`src/sv/tcf_pkg.sv`:
```
// shared types, constants and the cordic arctangent table for the tilt filter
package tcf_pkg;

    localparam int ANGLE_W        = 16;
    localparam int TIME_W         = 32;
    localparam int GAIN_W         = 20;
    localparam int CFG_DATA_W     = 20;
    localparam int CFG_IDX_W      = 2;
    localparam int ACC_W          = 32;
    localparam int CORDIC_W       = 27;
    localparam int MUL_A_W        = 37;
    localparam int MUL_B_W        = 17;
    localparam int MUL_P_W        = MUL_A_W + MUL_B_W;
    localparam int PROD_W         = 48;
    localparam int ATAN_TABLE_SIZE = 24;
    localparam int TAB_IDX_W      = 5;
    localparam int DEF_CORDIC_STEPS = 16;

    // register indexes
    localparam logic [CFG_IDX_W-1:0] REG_ANGLE_OFFSET = 2'd0;
    localparam logic [CFG_IDX_W-1:0] REG_BLEND_GAIN   = 2'd1;
    localparam logic [CFG_IDX_W-1:0] REG_GYRO_GAIN    = 2'd2;

    localparam logic [15:0] RST_ANGLE_OFFSET = 16'd0;
    localparam logic [15:0] RST_BLEND_GAIN   = 16'd2621;
    localparam logic [19:0] RST_GYRO_GAIN    = 20'd47675;

    localparam logic [ACC_W-1:0] HALF_TURN = 32'h8000_0000;
    localparam logic [ACC_W-1:0] ROUND_BIT = 32'h0000_8000;

    // shared multiplier operand select
    typedef enum logic [2:0] {
        MUL_NONE,
        MUL_RATE_GAIN,
        MUL_DT_LO,
        MUL_DT_HI,
        MUL_BLEND
    } t_mul_op;

    typedef struct packed {
        logic                 load;
        logic                 step;
        logic [TAB_IDX_W-1:0] step_idx;
        logic                 meas;
        t_mul_op              mul_op;
        logic                 pred;
        logic                 seed;
        logic                 commit;
    } t_cmd;

    typedef struct packed {
        logic seeded;
        logic out_free;
    } t_status;

    // atan(2^-i) in units of 2^32 per turn
    function automatic logic [ACC_W-1:0] atan_turns(input logic [TAB_IDX_W-1:0] idx);
        logic [ACC_W-1:0] v;
        case (idx)
            5'd0:    v = 32'h20000000;
            5'd1:    v = 32'h12E4051E;
            5'd2:    v = 32'h09FB385B;
            5'd3:    v = 32'h051111D4;
            5'd4:    v = 32'h028B0D43;
            5'd5:    v = 32'h0145D7E1;
            5'd6:    v = 32'h00A2F61E;
            5'd7:    v = 32'h00517C55;
            5'd8:    v = 32'h0028BE53;
            5'd9:    v = 32'h00145F2F;
            5'd10:   v = 32'h000A2F98;
            5'd11:   v = 32'h000517CC;
            5'd12:   v = 32'h00028BE6;
            5'd13:   v = 32'h000145F3;
            5'd14:   v = 32'h0000A2FA;
            5'd15:   v = 32'h0000517D;
            5'd16:   v = 32'h000028BE;
            5'd17:   v = 32'h0000145F;
            5'd18:   v = 32'h00000A30;
            5'd19:   v = 32'h00000518;
            5'd20:   v = 32'h0000028C;
            5'd21:   v = 32'h00000146;
            5'd22:   v = 32'h000000A3;
            5'd23:   v = 32'h00000051;
            default: v = '0;
        endcase
        return v;
    endfunction

endpackage

```
`src/sv/tcf_ctrl.sv`:
```
// sequencer for the tilt filter: cordic steps, multiply steps and write-back
module tcf_ctrl #(
    parameter int CORDIC_STEPS = tcf_pkg::DEF_CORDIC_STEPS
) (
    input  logic             i_clk,
    input  logic             i_rst_n,
    input  logic             i_valid,
    output logic             o_ready,
    input  tcf_pkg::t_status i_status,
    output tcf_pkg::t_cmd    o_cmd
);
    import tcf_pkg::*;

    localparam int STEPS  = (CORDIC_STEPS > ATAN_TABLE_SIZE) ? ATAN_TABLE_SIZE : CORDIC_STEPS;
    localparam int STEP_W = (STEPS > 1) ? $clog2(STEPS) : 1;
    localparam logic [STEP_W-1:0] LAST_STEP = STEP_W'(STEPS - 1);

    typedef enum logic [9:0] {
        S_IDLE   = 10'b00_0000_0001,
        S_CORDIC = 10'b00_0000_0010,
        S_MEAS   = 10'b00_0000_0100,
        S_RG     = 10'b00_0000_1000,
        S_DLO    = 10'b00_0001_0000,
        S_DHI    = 10'b00_0010_0000,
        S_PRED   = 10'b00_0100_0000,
        S_BLEND  = 10'b00_1000_0000,
        S_SEED   = 10'b01_0000_0000,
        S_WRITE  = 10'b10_0000_0000
    } t_state;

    t_state            r_state, n_state;
    logic [STEP_W-1:0] r_step, n_step;

    always_comb begin
        n_state = r_state;
        n_step  = r_step;
        o_cmd   = '0;
        o_cmd.mul_op   = MUL_NONE;
        o_cmd.step_idx = TAB_IDX_W'(r_step);
        o_ready = 1'b0;
        case (r_state)
            S_IDLE: begin
                o_ready = 1'b1;
                if (i_valid) begin
                    o_cmd.load = 1'b1;
                    n_step     = '0;
                    n_state    = S_CORDIC;
                end
            end
            S_CORDIC: begin
                o_cmd.step = 1'b1;
                if (r_step == LAST_STEP) begin
                    n_state = S_MEAS;
                end else begin
                    n_step = r_step + STEP_W'(1);
                end
            end
            S_MEAS: begin
                o_cmd.meas = 1'b1;
                n_state = i_status.seeded ? S_RG : S_SEED;
            end
            S_RG: begin
                o_cmd.mul_op = MUL_RATE_GAIN;
                n_state = S_DLO;
            end
            S_DLO: begin
                o_cmd.mul_op = MUL_DT_LO;
                n_state = S_DHI;
            end
            S_DHI: begin
                o_cmd.mul_op = MUL_DT_HI;
                n_state = S_PRED;
            end
            S_PRED: begin
                o_cmd.pred = 1'b1;
                n_state = S_BLEND;
            end
            S_BLEND: begin
                o_cmd.mul_op = MUL_BLEND;
                n_state = S_WRITE;
            end
            S_SEED: begin
                o_cmd.seed = 1'b1;
                n_state = S_IDLE;
            end
            S_WRITE: begin
                if (i_status.out_free) begin
                    o_cmd.commit = 1'b1;
                    n_state = S_IDLE;
                end
            end
            default: begin
                n_state = S_IDLE;
            end
        endcase
    end

    always_ff @(posedge i_clk) begin
        if (!i_rst_n) begin
            r_state <= S_IDLE;
            r_step  <= '0;
        end else begin
            r_state <= n_state;
            r_step  <= n_step;
        end
    end

endmodule

```
`src/sv/tcf_datapath.sv`:
```
// datapath: config registers, cordic vectoring unit, shared multiplier, output register
module tcf_datapath (
    input  logic                                i_clk,
    input  logic                                i_rst_n,
    input  logic                                i_cfg_we,
    input  logic [tcf_pkg::CFG_IDX_W-1:0]       i_cfg_idx,
    input  logic [tcf_pkg::CFG_DATA_W-1:0]      i_cfg_data,
    input  logic signed [tcf_pkg::ANGLE_W-1:0]  i_accel_x,
    input  logic signed [tcf_pkg::ANGLE_W-1:0]  i_accel_y,
    input  logic signed [tcf_pkg::ANGLE_W-1:0]  i_gyro_z,
    input  logic [tcf_pkg::TIME_W-1:0]          i_time_us,
    input  tcf_pkg::t_cmd                       i_cmd,
    output tcf_pkg::t_status                    o_status,
    input  logic                                i_ready,
    output logic                                o_valid,
    output logic signed [tcf_pkg::ANGLE_W-1:0]  o_tilt_angle,
    output logic signed [tcf_pkg::ANGLE_W-1:0]  o_measured_angle
);
    import tcf_pkg::*;

    // config
    logic [ANGLE_W-1:0] r_offset;
    logic [ANGLE_W-1:0] r_blend;
    logic [GAIN_W-1:0]  r_ggain;

    // per-word working registers
    logic signed [CORDIC_W-1:0] r_x, r_y;
    logic [ACC_W-1:0]           r_acc;
    logic                       r_zero;
    logic [TIME_W-1:0]          r_dt, r_time;
    logic signed [ANGLE_W-1:0]  r_rate;
    logic [MUL_A_W-1:0]         r_m1;
    logic [PROD_W-1:0]          r_p;
    logic [ANGLE_W-1:0]         r_meas, r_pred, r_corr;

    // filter state
    logic [ANGLE_W-1:0] r_prev_angle;
    logic [TIME_W-1:0]  r_prev_time;
    logic               r_seeded;

    // output register
    logic               r_out_valid;
    logic [ANGLE_W-1:0] r_out_tilt, r_out_meas;

    logic signed [CORDIC_W-1:0] w_xs, w_ys, w_sx, w_sy;
    logic                       w_y_pos;
    logic [ACC_W-1:0]           w_acc_rnd;
    logic [ANGLE_W-1:0]         w_vec, w_meas, w_err, w_fused;
    logic signed [MUL_A_W-1:0]  w_a;
    logic signed [MUL_B_W-1:0]  w_b;
    logic signed [MUL_P_W-1:0]  w_prod;

    // vector (x, y) = (accel_y, accel_x) scaled by 256
    assign w_xs = {{(CORDIC_W-ANGLE_W-8){i_accel_y[ANGLE_W-1]}}, i_accel_y, 8'b0};
    assign w_ys = {{(CORDIC_W-ANGLE_W-8){i_accel_x[ANGLE_W-1]}}, i_accel_x, 8'b0};

    assign w_sx    = r_x >>> i_cmd.step_idx;
    assign w_sy    = r_y >>> i_cmd.step_idx;
    assign w_y_pos = !r_y[CORDIC_W-1] && (|r_y);

    assign w_acc_rnd = r_acc + ROUND_BIT;
    assign w_vec     = r_zero ? '0 : w_acc_rnd[ACC_W-1:ACC_W-ANGLE_W];
    assign w_meas    = w_vec - r_offset;
    assign w_err     = r_meas - r_pred;
    assign w_fused   = r_pred + r_corr;

    always_comb begin
        case (i_cmd.mul_op)
            MUL_RATE_GAIN: begin
                w_a = {{(MUL_A_W-GAIN_W){1'b0}}, r_ggain};
                w_b = {r_rate[ANGLE_W-1], r_rate};
            end
            MUL_DT_LO: begin
                w_a = r_m1;
                w_b = {1'b0, r_dt[15:0]};
            end
            MUL_DT_HI: begin
                w_a = r_m1;
                w_b = {1'b0, r_dt[31:16]};
            end
            MUL_BLEND: begin
                w_a = {{(MUL_A_W-ANGLE_W){w_err[ANGLE_W-1]}}, w_err};
                w_b = {1'b0, r_blend};
            end
            default: begin
                w_a = '0;
                w_b = '0;
            end
        endcase
    end

    assign w_prod = w_a * w_b;

    // config writes
    always_ff @(posedge i_clk) begin
        if (!i_rst_n) begin
            r_offset <= RST_ANGLE_OFFSET;
            r_blend  <= RST_BLEND_GAIN;
            r_ggain  <= RST_GYRO_GAIN;
        end else if (i_cfg_we) begin
            case (i_cfg_idx)
                REG_ANGLE_OFFSET: r_offset <= i_cfg_data[ANGLE_W-1:0];
                REG_BLEND_GAIN:   r_blend  <= i_cfg_data[ANGLE_W-1:0];
                REG_GYRO_GAIN:    r_ggain  <= i_cfg_data[GAIN_W-1:0];
                default: ;
            endcase
        end
    end

    // working registers, no reset needed
    always_ff @(posedge i_clk) begin
        if (i_cmd.load) begin
            r_zero <= (i_accel_x == '0) && (i_accel_y == '0);
            r_dt   <= i_time_us - r_prev_time;
            r_time <= i_time_us;
            r_rate <= i_gyro_z;
            if (i_accel_y[ANGLE_W-1]) begin
                r_x   <= -w_xs;
                r_y   <= -w_ys;
                r_acc <= HALF_TURN;
            end else begin
                r_x   <= w_xs;
                r_y   <= w_ys;
                r_acc <= '0;
            end
        end else if (i_cmd.step) begin
            if (w_y_pos) begin
                r_x   <= r_x + w_sy;
                r_y   <= r_y - w_sx;
                r_acc <= r_acc + atan_turns(i_cmd.step_idx);
            end else begin
                r_x   <= r_x - w_sy;
                r_y   <= r_y + w_sx;
                r_acc <= r_acc - atan_turns(i_cmd.step_idx);
            end
        end
        if (i_cmd.meas) begin
            r_meas <= w_meas;
        end
        if (i_cmd.pred) begin
            r_pred <= r_prev_angle + r_p[PROD_W-1:PROD_W-ANGLE_W];
        end
        case (i_cmd.mul_op)
            MUL_RATE_GAIN: r_m1   <= w_prod[MUL_A_W-1:0];
            MUL_DT_LO:     r_p    <= w_prod[PROD_W-1:0];
            MUL_DT_HI:     r_p    <= r_p + {w_prod[31:0], 16'b0};
            MUL_BLEND:     r_corr <= w_prod[31:16];
            default: ;
        endcase
        if (i_cmd.commit) begin
            r_out_tilt <= w_fused;
            r_out_meas <= r_meas;
        end
    end

    // filter state and output valid
    always_ff @(posedge i_clk) begin
        if (!i_rst_n) begin
            r_prev_angle <= '0;
            r_prev_time  <= '0;
            r_seeded     <= 1'b0;
            r_out_valid  <= 1'b0;
        end else begin
            if (i_cmd.commit) begin
                r_out_valid <= 1'b1;
            end else if (r_out_valid && i_ready) begin
                r_out_valid <= 1'b0;
            end
            if (i_cmd.seed) begin
                r_prev_angle <= r_meas;
                r_prev_time  <= r_time;
                r_seeded     <= 1'b1;
            end else if (i_cmd.commit) begin
                r_prev_angle <= w_fused;
                r_prev_time  <= r_time;
            end
        end
    end

    assign o_status.seeded   = r_seeded;
    assign o_status.out_free = !r_out_valid || i_ready;

    assign o_valid          = r_out_valid;
    assign o_tilt_angle     = r_out_tilt;
    assign o_measured_angle = r_out_meas;

endmodule

```
`src/sv/tilt_complementary_filter_top.sv`:
```
// top level of the tilt complementary filter: sequencer plus datapath
//
// input channel: i_valid / o_ready carry one word of accel x, accel y, gyro z
//   and a microsecond timestamp; o_ready is high only while the block is idle
// output channel: o_valid / i_ready carry the filtered tilt angle and the
//   accelerometer angle minus offset, both 16-bit binary angles
// config: i_cfg_we writes i_cfg_data into register i_cfg_idx at once
//   (0 angle offset, 1 blend gain, 2 gyro gain; index 3 is ignored)
// timing: after acceptance a word runs through the one-step-a-cycle cordic
//   loop, then the measured angle, four passes through the shared multiplier,
//   the prediction and the write-back; o_valid and o_ready rise together
//   after the write-back, and a new word is taken only once the previous
//   word is written back
// the first word after reset only seeds the angle and time state, no result,
//   and the next word can follow as soon as that state is seeded
// reset (synchronous, active low) clears the filter state and loads the
//   register defaults
// a stalled receiver holds the result in the output register; the next word
//   is still accepted and processed, and only its write-back waits
module tilt_complementary_filter_top #(
    parameter int CORDIC_STEPS = tcf_pkg::DEF_CORDIC_STEPS
) (
    input  logic                                i_clk,
    input  logic                                i_rst_n,
    // config write port
    input  logic                                i_cfg_we,
    input  logic [tcf_pkg::CFG_IDX_W-1:0]       i_cfg_idx,
    input  logic [tcf_pkg::CFG_DATA_W-1:0]      i_cfg_data,
    // input words
    input  logic                                i_valid,
    output logic                                o_ready,
    input  logic signed [tcf_pkg::ANGLE_W-1:0]  i_accel_x,
    input  logic signed [tcf_pkg::ANGLE_W-1:0]  i_accel_y,
    input  logic signed [tcf_pkg::ANGLE_W-1:0]  i_gyro_z,
    input  logic [tcf_pkg::TIME_W-1:0]          i_time_us,
    // result words
    output logic                                o_valid,
    input  logic                                i_ready,
    output logic signed [tcf_pkg::ANGLE_W-1:0]  o_tilt_angle,
    output logic signed [tcf_pkg::ANGLE_W-1:0]  o_measured_angle
);
    import tcf_pkg::*;

    t_cmd    w_cmd;     // per-cycle commands from the sequencer
    t_status w_status;  // seeded flag and output register space

    tcf_ctrl #(
        .CORDIC_STEPS (CORDIC_STEPS)
    ) u_ctrl (
        .i_clk    (i_clk),
        .i_rst_n  (i_rst_n),
        .i_valid  (i_valid),
        .o_ready  (o_ready),
        .i_status (w_status),
        .o_cmd    (w_cmd)
    );

    tcf_datapath u_datapath (
        .i_clk            (i_clk),
        .i_rst_n          (i_rst_n),
        .i_cfg_we         (i_cfg_we),
        .i_cfg_idx        (i_cfg_idx),
        .i_cfg_data       (i_cfg_data),
        .i_accel_x        (i_accel_x),
        .i_accel_y        (i_accel_y),
        .i_gyro_z         (i_gyro_z),
        .i_time_us        (i_time_us),
        .i_cmd            (w_cmd),
        .o_status         (w_status),
        .i_ready          (i_ready),
        .o_valid          (o_valid),
        .o_tilt_angle     (o_tilt_angle),
        .o_measured_angle (o_measured_angle)
    );

endmodule

```
`config.mk`:
```
export PLATFORM = sky130hd
export DESIGN_NAME = tilt_complementary_filter_top
export DESIGN_NICKNAME = d
export VERILOG_FILES = /design/src/sv/tcf_pkg.sv /design/src/sv/tcf_ctrl.sv /design/src/sv/tcf_datapath.sv /design/src/sv/tilt_complementary_filter_top.sv
export SDC_FILE = /design/constraint.sdc
export NUM_CORES = 2
export LEC_CHECK = 0
export BUFFER_PORTS_ARGS = -buffer_cell sky130_fd_sc_hd__buf_2
export CAP_MARGIN = 20
export CORE_ASPECT_RATIO = 1.5
export CORE_MARGIN = 2
export CORE_UTILIZATION = 45
export DETAILED_ROUTE_END_ITERATION = 16
export PLACE_DENSITY = 0.66
export SKIP_CTS_REPAIR_TIMING = 1
export SYNTH_ARGS = -nofsm -noshare
export SYNTH_HDL_FRONTEND = slang
export SYNTH_HIERARCHICAL = 1
export SYNTH_SLANG_ARGS = --single-unit
```
`constraint.sdc`:
```
create_clock -name i_clk -period 19.5 [get_ports i_clk]
set_clock_uncertainty 0.1 [all_clocks]
set_input_delay 0.975 -clock i_clk [delete_from_list [all_inputs] [get_ports i_clk]]
set_output_delay 0.975 -clock i_clk [all_outputs]
set_load 0.05 [all_outputs]
```
**Yosys cells after proc, flatten, opt, wreduce, memory -nomap -nowiden**

Memories as Yosys holds them, arrays and structs flattened. A register that Yosys moved wholly into a read port is not among the register bits.
Cells that the tools add are included.

- ROM bits: 1920
- Output and inout port bits: 34
- Bits of input ports: 107
- Memories: 2
- Flip-flop bits (word level): 448
- Logic and storage cells: 136

- Multiply operators: 1
- $add $sub $neg: 16
- Equality and inequality tests: 21
- Shift-type cells: 2
- Reductions and logical operators: 21
- Multiplexer cells: 50

Memories:

| memory | depth | bits a word | rd ports | clocked after memory_dff | wr ports | line | text |
|---|---|---|---|---|---|---|---|
| (name not given) | 32 | 30 | 1 | 1 | 0 | tcf_pkg.sv:59 | `case (idx)` |
| (name not given) | 32 | 30 | 1 | 1 | 0 | tcf_pkg.sv:59 |  |

Operators with widths:

| kind | count |
|---|---|
| 32-bit 2-to-1 mux | 12 |
| 27-bit 2-to-1 mux | 8 |
| 37-bit one-hot mux with 3 select lines | 1 |
| 48-bit one-hot mux with 2 select lines | 1 |
| 10-bit one-hot mux with 9 select lines | 1 |
| 17-bit one-hot mux with 4 select lines | 1 |
| 32-bit subtractor | 2 |
| 27-bit adder | 2 |
| 24-bit negation with 27-bit output | 2 |
| 27-bit by 4-bit >>> shifter with 27-bit output | 2 |
| 27-bit subtractor | 2 |
| 48-bit adder | 1 |
| 37-bit by 17-bit multiplier with 48-bit output | 1 |
| 16-bit 2-to-1 mux | 3 |
| 16-bit adder | 2 |
| 32-bit by 16-bit adder with 32-bit output (second input constant) | 1 |
| 32-bit adder | 1 |
| 16-bit logical NOT | 2 |
| 16-bit subtractor | 2 |
| 10-bit 2-to-1 mux | 3 |
| 27-bit OR reduction | 1 |
| 5-bit 2-to-1 mux | 4 |
| 3-bit one-hot mux with 4 select lines | 1 |
| 1-bit 2-to-1 mux | 11 |
| 30 further kinds | 44 |

**Logic depth before layout (Yosys ltp)**

- Depth in word-level cells: 9
- Depth in mapped cells: 46
- Gate-level depth less buffers: 44

**Cells and area by module**

Netlist, hierarchy kept.

Modules (own cells, without submodules):

| module | sequential area each (µm²) | cells an instance | instances | area an instance (µm²) |
|---|---|---|---|---|
| tcf_datapath | 11531.1 | 5764 | 1 | 51176.6 |
| tcf_ctrl | 280.3 | 105 | 1 | 874.6 |

**Worst setup path after synthesis**

No wires, ideal clock.

- Kind: register to register
- Start: register u_ctrl.r_state[8]
- End: register u_datapath.r_p[47] (data pin)
- Clock period less this slack: 10.526 ns
- Required time: 19.136 ns
- Buffers on the path: 2
- Arrival: 10.162 ns
- Cell stages (with the launch flop): 36
- Library setup time: 0.264 ns
- Slack: 8.974 ns
- Path through: dfxtp_1 or4_1 or2_2 nor3_1 nor3b_1 clkbuf_1 clkbuf_1 a221o_1 nand2_1 fa_1 fa_1 inv_1 fa_1 fa_1 fa_1 inv_1 fa_1 inv_1 ha_1 nand2_1 nor3_1 o21a_1 o21ai_0 a31oi_1 o21ai_0 a21oi_1 a21oi_1 xnor2_1 ha_1 a21o_1 a31oi_1 a21oi_1 o211ai_1 a21oi_1 o32ai_1 nor3b_1

RTL lines:

| element | line | text |
|---|---|---|
| start: declaration | tcf_ctrl.sv:31 | `t_state r_state, n_state;` |
| start signal: assignment | tcf_ctrl.sv:103 | `r_state <= n_state;` |
| end signal: assignment | tcf_datapath.sv:145 | `MUL_DT_LO: r_p <= w_prod[PROD_W-1:0];` |
| end signal: assignment | tcf_datapath.sv:146 | `MUL_DT_HI: r_p <= r_p + {w_prod[31:0], 16'b0};` |
| end: declaration | tcf_datapath.sv:33 | `logic [PROD_W-1:0] r_p;` |

==> run metrics <==
ANT nets after route 0; Ys Warns 6; core area 114700 sq um; Final setup viols 0; crit path buf inv count 7; initial DRC count 3698; Netlist Area Pre-Place 52050 sq um; nets 6893; Worst Tran Pin Value 1454 ps; clock buffer count from CTS 46; Crit path max-delay family adder cells; Routed WL per cell 23.56 microns; deepest clock path buffer count 3; async set or reset register ratio after synthesis 0%; initial antenna violation count 4; commonest non-fill, non-tap cells in the layout inv_1 (743), nand2_1 (721), nor2_1 (622), fa_1 (552), a21oi_1 (363); Root Buffer clkbuf_16; crit path max fanout 65; DR top layer met5; flop and latch count out of synthesis 432; Post-Layout Cell Count 7476; Crit Path Category reg2reg; M1 WL 62.70 mm; run status finished, final reports clean; die area 118500 sq um; H-tree level count 2; power density cells 86.08 nW/um^2; drt via density 5.872; Pre-antenna DRT Iters 7; gp weighted congestion 1.027; metal3 WL 11.87 mm; first-pass GRT wire length 265.6 mm; commonest non-fill, non-tap cell in the layout inv_1; final WL 176.1 mm; met2 wire len 87.37 mm; final core occ 49.04%; CP required 19770 ps; crit end category flip-flop; clk_lat worst skew 620 ps; min-delay worst type reg2reg; area grow syn2layout 8.048%; Min Hold Slack 349.0 ps; Gate Count Post-Synth 5869; Hold Violations, Final 0; synth unique cells 96; Max Clock Freq 79.06 MHz; CP max-delay cell inv_1; top_reg_cell synth edfxtp_1; total number of vias 43900; Die Y 420.5 microns; leakage power 0.02331 uW; Top cell by count, worst path fa_1; post-synthesis area per instance 8.869 sq um; initial core utilization 45.39%; largest net degree at the start of global routing 134; Setup TNS 0 ps; Sink Count 432; crit-path max cell delay 710 ps; arrival time at the worst endpoint 12920 ps; Final min period 12650 ps; GRT Total Usage 29.87%; Tcrit/Tclk final 64.86%; vias in the first global route 44490; max-slew violations 0; clock-pin slew on the worst setup and hold paths 60 ps; Die W 281.7 microns; Slew headroom 3.097%; Detail Placement HPWL 137.8 mm; CTS tree done; RSZ-0062 raised after global routing false; global route overflow 0; Max-cap violations 0; VDD IR-drop max 0.0001103 V; IO Pins 141; # port buffers 140; Syn Nets 6865; Setup crit start kind flip-flop; Placed Instances 7383; register area share after synthesis 22.69%; number of synthesized flops with an enable pin 316; # DRC 0; layout cell share with drive strength beyond 1 8.593%; Std-Cell Rows 152
==> metal layers <==
metal	GRT usage [%]	vias to the layer above
met4	19.56	4
met3	5.010	628
met2	52.95	1776
met5	0	-
li1	-	19900
met1	32.76	21590
==> cell families (layout without fill, tap and decap cells) <==
logic type,after synthesis,after routing,share of synthesized area (%)
AOI/OAI and AO/OA,1185,1185,14.54
xor gates and xnor gates,308,308,5.209
adders and majority gates,889,889,29.33
buffers and inverters,1012,1078,7.517
DFF,432,432,22.69
muxes,164,164,4.714
other,1,2,0.007204
and+or+nand+nor,1878,1878,15.99
==> cell usage after synthesis, drive strengths merged, types with 115 or more instances <==
cell type,instances,area [sq um]
nand2,721,2706
fa,552,11050
o21ai,252,1261
xnor2,192,1682
clkbuf,201,754.5
inv,749,2811
dfxtp,116,2322
xor2,115,1007
edfxtp,316,9489
nor2,625,2346
a21oi,366,1832
ha,337,4217
==> tightest hold or removal path, cell delays in order, from the launching register on <==
cell	delay, ps
dfxtp_1	310
nand2_1	50
a21oi_1	50
==> sequential cells by signal (all words and copies together) (netlist names) <==
register / flops
u_datapath/r_meas: 16
u_datapath/o_valid: 1
u_datapath/r_dt: 32
u_datapath/r_prev_angle: 16
u_datapath/r_m1: 37
u_datapath/r_corr: 16
u_datapath/r_y: 27
u_datapath/r_prev_time: 32
u_datapath/r_blend: 16
u_datapath/r_offset: 16
u_ctrl/r_state: 10
u_datapath/r_time: 32
u_datapath/o_tilt_angle: 16
u_datapath/r_pred: 16
u_datapath/r_seeded: 1
u_datapath/r_acc: 32
u_datapath/o_measured_angle: 16
u_ctrl/r_step: 4
u_datapath/r_rate: 16
u_datapath/r_p: 32
u_datapath/r_x: 27
u_datapath/r_ggain: 20
u_datapath/r_zero: 1
==> area by class of cell <==
cell class	instances	area (sq um)
fillers	10970	58440
well taps	1540	1927
inverters	752	2823
clock inverters	23	261.5
flip-flops and latches	432	11820
repair buffers	240	1554
clock buffers	63	1361
multi-input cells	4425	36490
diodes	1	2.502
==> metrics by stage <==
stage	worst slack (ps)	cell area [sq um]	total power [uW]
detailed placement	7100	54510	3859
CTS	7030	56130	4831
finish	6852	56240	4841
floorplan	8974	52050	3256
global placement	7162	54460	3820
global route	6236	56240	5185
==> where the power goes <==
| group | switching [uW] | internal (uW) | leakage [uW] |
|---|---|---|---|
| logic | 1440 | 1080 | 0.0188 |
| registers | 153 | 1210 | 0.00371 |
| clock network | 415 | 537 | 0.000789 |
| total | 2010 | 2830 | 0.0233 |
==> path summary, 6_finish.rpt <==
| path | depth (start not counted) | endpoint | startpoint | slack, ps |
|---|---|---|---|---|
| worst max-delay path | 39 | u_datapath/r_p[47] | u_ctrl/r_state[8] | 6850 |
| worst min-delay path | 2 | u_datapath/r_prev_time[3] | u_datapath/r_prev_time[3] | 350 |
| worst max register to register | 39 | u_datapath/r_p[47] | u_ctrl/r_state[8] | 6850 |
| worst min register to register | 2 | u_datapath/r_prev_time[3] | u_datapath/r_prev_time[3] | 350 |
(Power assumes the default switching activity.)
